[src/hw/rtl/atli_pkg.sv]
package atli_pkg;
    localparam int NUM_POINTS = 32;
    localparam int MAX_NODES  = 256;
    localparam int NW = 8;
    localparam int PW = 5;
    localparam int CW = 9;
    localparam int AW = NW + PW;

    localparam logic [1:0] OP_HDR   = 2'd0;
    localparam logic [1:0] OP_ANGLE = 2'd1;
    localparam logic [1:0] OP_QUERY = 2'd2;

    localparam logic [1:0] ST_OK    = 2'd0;
    localparam logic [1:0] ST_EMPTY = 2'd1;
    localparam logic [1:0] ST_BELOW = 2'd2;
    localparam logic [1:0] ST_PAST  = 2'd3;

    localparam logic signed [18:0] ONE_Q15 = 19'sd32768;

    typedef struct packed {
        logic          we;
        logic [NW-1:0] addr;
        logic [31:0]   energy;
        logic [31:0]   prob;
        logic [31:0]   slope;
    } t_hdr_wr;

    typedef struct packed {
        logic [31:0] energy;
        logic [31:0] prob;
        logic [31:0] slope;
    } t_hdr;

    typedef struct packed {
        logic        start;
        logic [31:0] num;
        logic [31:0] den;
    } t_div_req;
endpackage

[src/hw/rtl/atli_div.sv]
module atli_div import atli_pkg::*; (
    input  logic        i_clk,
    input  logic        i_rst_n,
    input  t_div_req    i_req,
    output logic        o_done,
    output logic [16:0] o_quot
);
    logic [5:0]  r_cnt;
    logic        r_run;
    logic [47:0] r_num;
    logic [32:0] r_rem;
    logic [31:0] r_den;
    logic [16:0] r_q;
    logic [32:0] n_rem;
    logic [33:0] diff;

    always_comb begin
        n_rem = {r_rem[31:0], r_num[47]};
        diff  = {1'b0, n_rem} - {2'b0, r_den};
    end

    always_ff @(posedge i_clk) begin
        if (!i_rst_n) begin
            r_run  <= 1'b0;
            r_cnt  <= '0;
            o_done <= 1'b0;
        end else begin
            o_done <= 1'b0;
            if (i_req.start) begin
                r_run <= 1'b1;
                r_cnt <= 6'd48;
                r_num <= {i_req.num, 16'd0};
                r_den <= i_req.den;
                r_rem <= '0;
                r_q   <= '0;
            end else if (r_run) begin
                r_num <= {r_num[46:0], 1'b0};
                if (!diff[33]) begin
                    r_rem <= diff[32:0];
                    r_q   <= {r_q[15:0], 1'b1};
                end else begin
                    r_rem <= n_rem;
                    r_q   <= {r_q[15:0], 1'b0};
                end
                r_cnt <= r_cnt - 6'd1;
                if (r_cnt == 6'd1) begin
                    r_run  <= 1'b0;
                    o_done <= 1'b1;
                end
            end
        end
    end

    assign o_quot = r_q;
endmodule

[config.mk]
export PLATFORM = sky130hd
export DESIGN_NAME = atli_div
export DESIGN_NICKNAME = d
export VERILOG_FILES = /design/src/hw/rtl/atli_pkg.sv /design/src/hw/rtl/atli_div.sv
export SDC_FILE = /design/constraint.sdc
export NUM_CORES = 1
export LEC_CHECK = 0
export ABC_AREA = 0
export BUFFER_PORTS_ARGS = -buffer_cell sky130_fd_sc_hd__buf_2
export CAP_MARGIN = 0
export CORE_UTILIZATION = 40
export CTS_BUF_LIST = sky130_fd_sc_hd__clkbuf_4
export DETAILED_ROUTE_END_ITERATION = 12
export PLACE_DENSITY = 0.66
export SYNTH_ARGS = -nofsm -noshare
export SYNTH_HDL_FRONTEND = slang
export SYNTH_SLANG_ARGS = --single-unit
[constraint.sdc]
create_clock -name i_clk -period 8 [get_ports i_clk]
set_input_delay 0.4 -clock i_clk [delete_from_list [all_inputs] [get_ports i_clk]]
set_output_delay 0.4 -clock i_clk [all_outputs]
set_load 0.005 [all_outputs]
Word-level counts from Yosys, hierarchy flattened
Cells that the tools add are included.
Operators by class
  add/subtract/negate cells: 2
  equality and inequality tests: 1
  muxes and demuxes: 12
  bitwise logic cells: 2
  reduce and logical (&&, ||, !) cells: 5
Operators with widths (count)
  $mux W48: 2
  $mux W32: 2
  $sub A33 B32 Y34: 1
  $mux W17: 1
  $mux W6: 2
  $eq A6 B1 Y1 const B: 1
  $sub A6 B1 Y6 const B: 1
  $mux W1: 5
  $reduce_and A2 Y1: 2
  $reduce_or A3 Y1: 1
  $not A1 Y1: 2
  $reduce_bool A2 Y1: 1
  $reduce_or A2 Y1: 1
Storage, ports and cells
  register bits: 136
  bits of input ports: 67
  output and inout port bits: 18
  logic and storage cells: 31

Logic depth before layout (Yosys ltp)
  depth in word-level cells: 4
  mapped depth: 14
  mapped depth without buffers: 13

Least setup slack after synthesis
No wires, ideal clock.
  kind: input-to-reg
  start point: input port i_req[64] (netlist name)
  end point: register r_q[0] (netlist: o_quot[0]) (enable)
  library setup time: 0.446 ns
  arrival time: 2.809 ns
  data required time: 7.554 ns
  setup slack: 4.745 ns
  stages on the path: 3
  path buffers: 2
  cells stage by stage: clkbuf_1 -> buf_1 -> o21a_1
Between the ends
  cells in the longest elaborated chain, start to end: 2
RTL lines
  start: declaration: RTL line atli_div.sv:4  | input t_div_req i_req,
  $reduce_bool A2 Y1 (no line)
  $reduce_and A2 Y1 (no line)
  end signal: assignment: RTL line atli_div.sv:40  | r_q <= {r_q[15:0], 1'b1};
  end signal: assignment: RTL line atli_div.sv:43  | r_q <= {r_q[15:0], 1'b0};
  end: declaration: RTL line atli_div.sv:13  | logic [16:0] r_q;
No other way between the ends.
A chain may end at the register's enable or synchronous reset.

Worst setup path in the final report
  start point: register r_rem[17]
  end point: register r_rem[15] (data pin)
Between the ends
  cells in the longest elaborated chain, start to end: 3
RTL lines
  start: declaration: RTL line atli_div.sv:11  | logic [32:0] r_rem;
  start signal: assignment: RTL line atli_div.sv:39  | r_rem <= diff[32:0];
  start signal: assignment: RTL line atli_div.sv:42  | r_rem <= n_rem;
  $sub A33 B32 Y34: RTL line atli_div.sv:19  | diff = {1'b0, n_rem} - {2'b0, r_den};
  $mux W32: RTL line atli_div.sv:38  | if (!diff[33]) begin
  $mux W32: RTL line atli_div.sv:36  | end else if (r_run) begin
No other way between the ends. The select of a mux whose other input is x is not followed.

==> results.py <==
metrics = {
    "global_routing": {
        "grt_pass1_wl_mm": 21.0,
        "grt-ovfl-total": 0,
        "use_met2_pct": 25.3,
        "antenna_found_initial": 0,
        "grtUsageTotal_pct": 16.1,
        "grt_use_met1_pct": 20.2,
        "grt_max_degree": 88,
        "grt_use_met3_pct": 5.74,
        "first_global_vias": 4533,
        "top_usage_layer": "met2",
    },
    "pwr": {
        "p_total_mw": 1.66,
        "p_per_area_nw_per_um2": 212,
        "irDropWorstVdd_mv": 0.170,
        "power_leakage_nw": 3.21,
    },
    "sta": {
        "fin_ws_ns": 4.39,
        "min_period_ns": 3.61,
        "rsz0062_at_grt": "no",
        "setup_tns_ns": 0,
        "relSlewSlack_pct": 21.4,
        "setup_viol": 0,
        "final_hold_viol_count": 0,
        "tightest_slew_ns": 1.18,
        "maxSlewViolCount": 0,
        "finClkSkew_ns": 0.0206,
        "fin_crit_sh_pct": 45.1,
        "max_freq_mhz": 277,
    },
    "worst_setup_path": {
        "r2r-start": "r_rem[17]",
        "worstPathCellList": "ha_1 > a21o_1 > a21o_1 > a21o_1 > or2_1 > o22ai_2 > o21ai_2 > a41oi_4 > buf_4 > mux2i_1 > nor2_1",
        "critPathRequiredTime_ns": 8.25,
        "cp-end-kind": "register",
        "cp_num_buf_inv": 1,
        "crit_type": "reg2reg",
        "cp_top_family": "compound AO/OA/AOI/OAI gates",
        "crit_path_max_fanout": 22,
        "critPathLaunchType": "register",
        "crit_path_top_delay_cell": "a41oi_4",
        "cpPeakStageDelay_ns": 0.67,
        "critPathMostFrequentCell": "a21o_1",
        "critPathArrivalTime_ns": 3.86,
        "startpoint": "r_rem[17]",
    },
    "floorplan": {
        "fp.dieW_um": 130,
        "num_io_pins": 85,
        "rows": 46,
        "die-area_um2": 17000,
        "core_area_um2": 16000,
        "initial_core_util_pct": 41.3,
        "die_y_um": 130,
    },
    "cts": {
        "cts_resized": 0,
        "cts_buffer_depth": 2,
        "cts_max_level": 4,
        "cts_hold_buf": 32,
        "cts_tree": "yes",
        "numCtsBuffers": 17,
        "cts.sinks": 121,
        "cts_setup_buffers": 0,
        "path_clk_slew_ns": 0.13,
        "clockRootBuffer": "clkbuf_4",
        "clkLatencyLatePin_ns": 0.54,
    },
    "synthesis": {
        "syn_avg_cell_area_um2": 11.9,
        "synthFlopType": "edfxtp_1",
        "synth_edf_count": 113,
        "synth_compound_area_share_pct": 10.6,
        "ys_types": 57,
        "ys_ff_latch": 121,
        "syn-num-nets": 657,
        "async_flop_share_pct": 0,
        "netlist_instances": 555,
        "synth-simple-area-share_pct": 9.61,
        "synth_top_family_by_area": "compound AO/OA/AOI/OAI gates",
        "synth_xor_area_share_pct": 4.51,
        "synth_mux_area_share_pct": 9.84,
        "synth_fa_ha_area_share_pct": 6.75,
        "synth.cell_area_um2": 6600,
        "ys_seq_area_share_pct": 53.8,
        "yosysWarnings": 0,
    },
    "place": {
        "portBuffers": 84,
        "place_congestion": 0.897,
        "preCtsSetupSlack_ns": 4.40,
        "dpl.hpwl_mm": 8.49,
        "dpl-instance-area_um2": 7170,
    },
    "finish": {
        "layout-drive-gt1-share_pct": 23.1,
        "n_antenna_cell": 0,
        "final_common_cell": "edfxtp_1",
        "nets": 772,
        "final_cell_mix": "edfxtp_1 (113), buf_2 (84), nor2_1 (56)",
        "syn2layout_area_growth_pct": 18.3,
        "fin_area_um2": 7810,
    },
    "drt": {
        "drc_errors": 0,
        "num_vias": 4436,
        "wl_mm": 12.7,
        "drt-initial-drc-count": 190,
        "viasPerCell": 4.93,
        "drt-pass1-iter-count": 5,
        "detail-route-antenna-nets": 0,
        "wire_per_inst_um": 14.1,
    },
    "status": {
        "status": "finished clean",
    },
    "min_path": {
        "min_from": "i_req[32]",
        "hold_class": "in2reg",
    },
    "run": {
        "cap_violations": 0,
    },
}
==> kinds of logic after synthesis <==
| kind of cell | count (synthesis) |
|---|---|
| AND/OR/NAND/NOR | 131 |
| adder cells (fa/ha/maj) | 35 |
| buffers and inverters | 66 |
| XOR/XNOR | 34 |
| AO/OA/AOI/OAI | 107 |
| multiplexers | 61 |
| flip-flops | 121 |
==> layout make-up <==
class	instances	area, µm²
repair buffers	119	763
flip-flops and latches	121	3550
inverters	43	161
clock buffers	17	128
fillers	1519	8190
well taps	216	270
multi-input cells	368	2740
clock inverters	15	189
==> worst paths after layout <==
check	to	slack, ns	cells past startpoint
hold / removal	r_num[16]	0.12	2
hold reg to reg	r_cnt[1]	0.52	2
setup / recovery	r_rem[15]	4.39	11
setup reg to reg	r_rem[15]	4.39	11
==> routing by layer <==
layer | vias up | part of all wire [%]
met3 | 16 | 5.7
met4 | 0 | 1.7
li1 | 2234 | -
met5 | - | 0
met2 | 96 | 45
met1 | 2090 | 47
==> cell usage after synthesis (all sizes together) (4+ instances only) <==
cell type  count  area share, %
edfxtp       113             51
nor2          56            3.2
inv           43            2.4
a21oi         37            2.9
ha            34            6.4
mux2          31            5.3
mux2i         30            4.5
nand2         25            1.4
nor2b         19            1.8
xnor2         19            2.5
o21ai         17            1.3
xor2          15            2.0
a21o          12            1.4
clkbuf        12           0.68
buf           10            1.6
dfxtp          8            2.4
a31oi          6           0.57
nand2b         6           0.57
o211ai         6           0.76
nand3          5           0.38
o21a           5           0.57
a211oi         4           0.45
nand3b         4           0.45
o21bai         4           0.45
==> where the power goes <==
group	leakage [nW]	internal, mW	switching, mW
combinational	1.90	0.183	0.215
clock	0.164	0.222	0.259
sequential	1.15	0.757	0.0219
total	3.21	1.16	0.496
==> registers in the layout, summed over array words and instances (netlist names) <==
signal / flops
r_run: 1
r_cnt: 6
o_done: 1
o_quot: 17
r_den: 32
r_num: 32
r_rem: 32
==> metrics by stage <==
step | util (%) | std cells | hold slack [ns]
after global routing | 48.8 | 899 | 0.0742
final | 48.8 | 899 | 0.125
after detailed placement | 44.8 | 835 | 0.506
after global placement | 44.8 | 835 | 0.480
after floorplan | - | 555 | 0.469
after CTS | 48.8 | 899 | 0.0635
==> worst register-to-register path, delay by kind of cell, from the launching register on <==
kind                     cells  cell delay (ns)
flip-flops                   1             0.42
multiplexers                 1             0.24
AO/OA/AOI/OAI                6             1.54
AND/OR/NAND/NOR              2             0.30
adder cells (fa/ha/maj)      1             0.37
buffers and inverters        1             0.47
(Power assumes the default switching activity.)
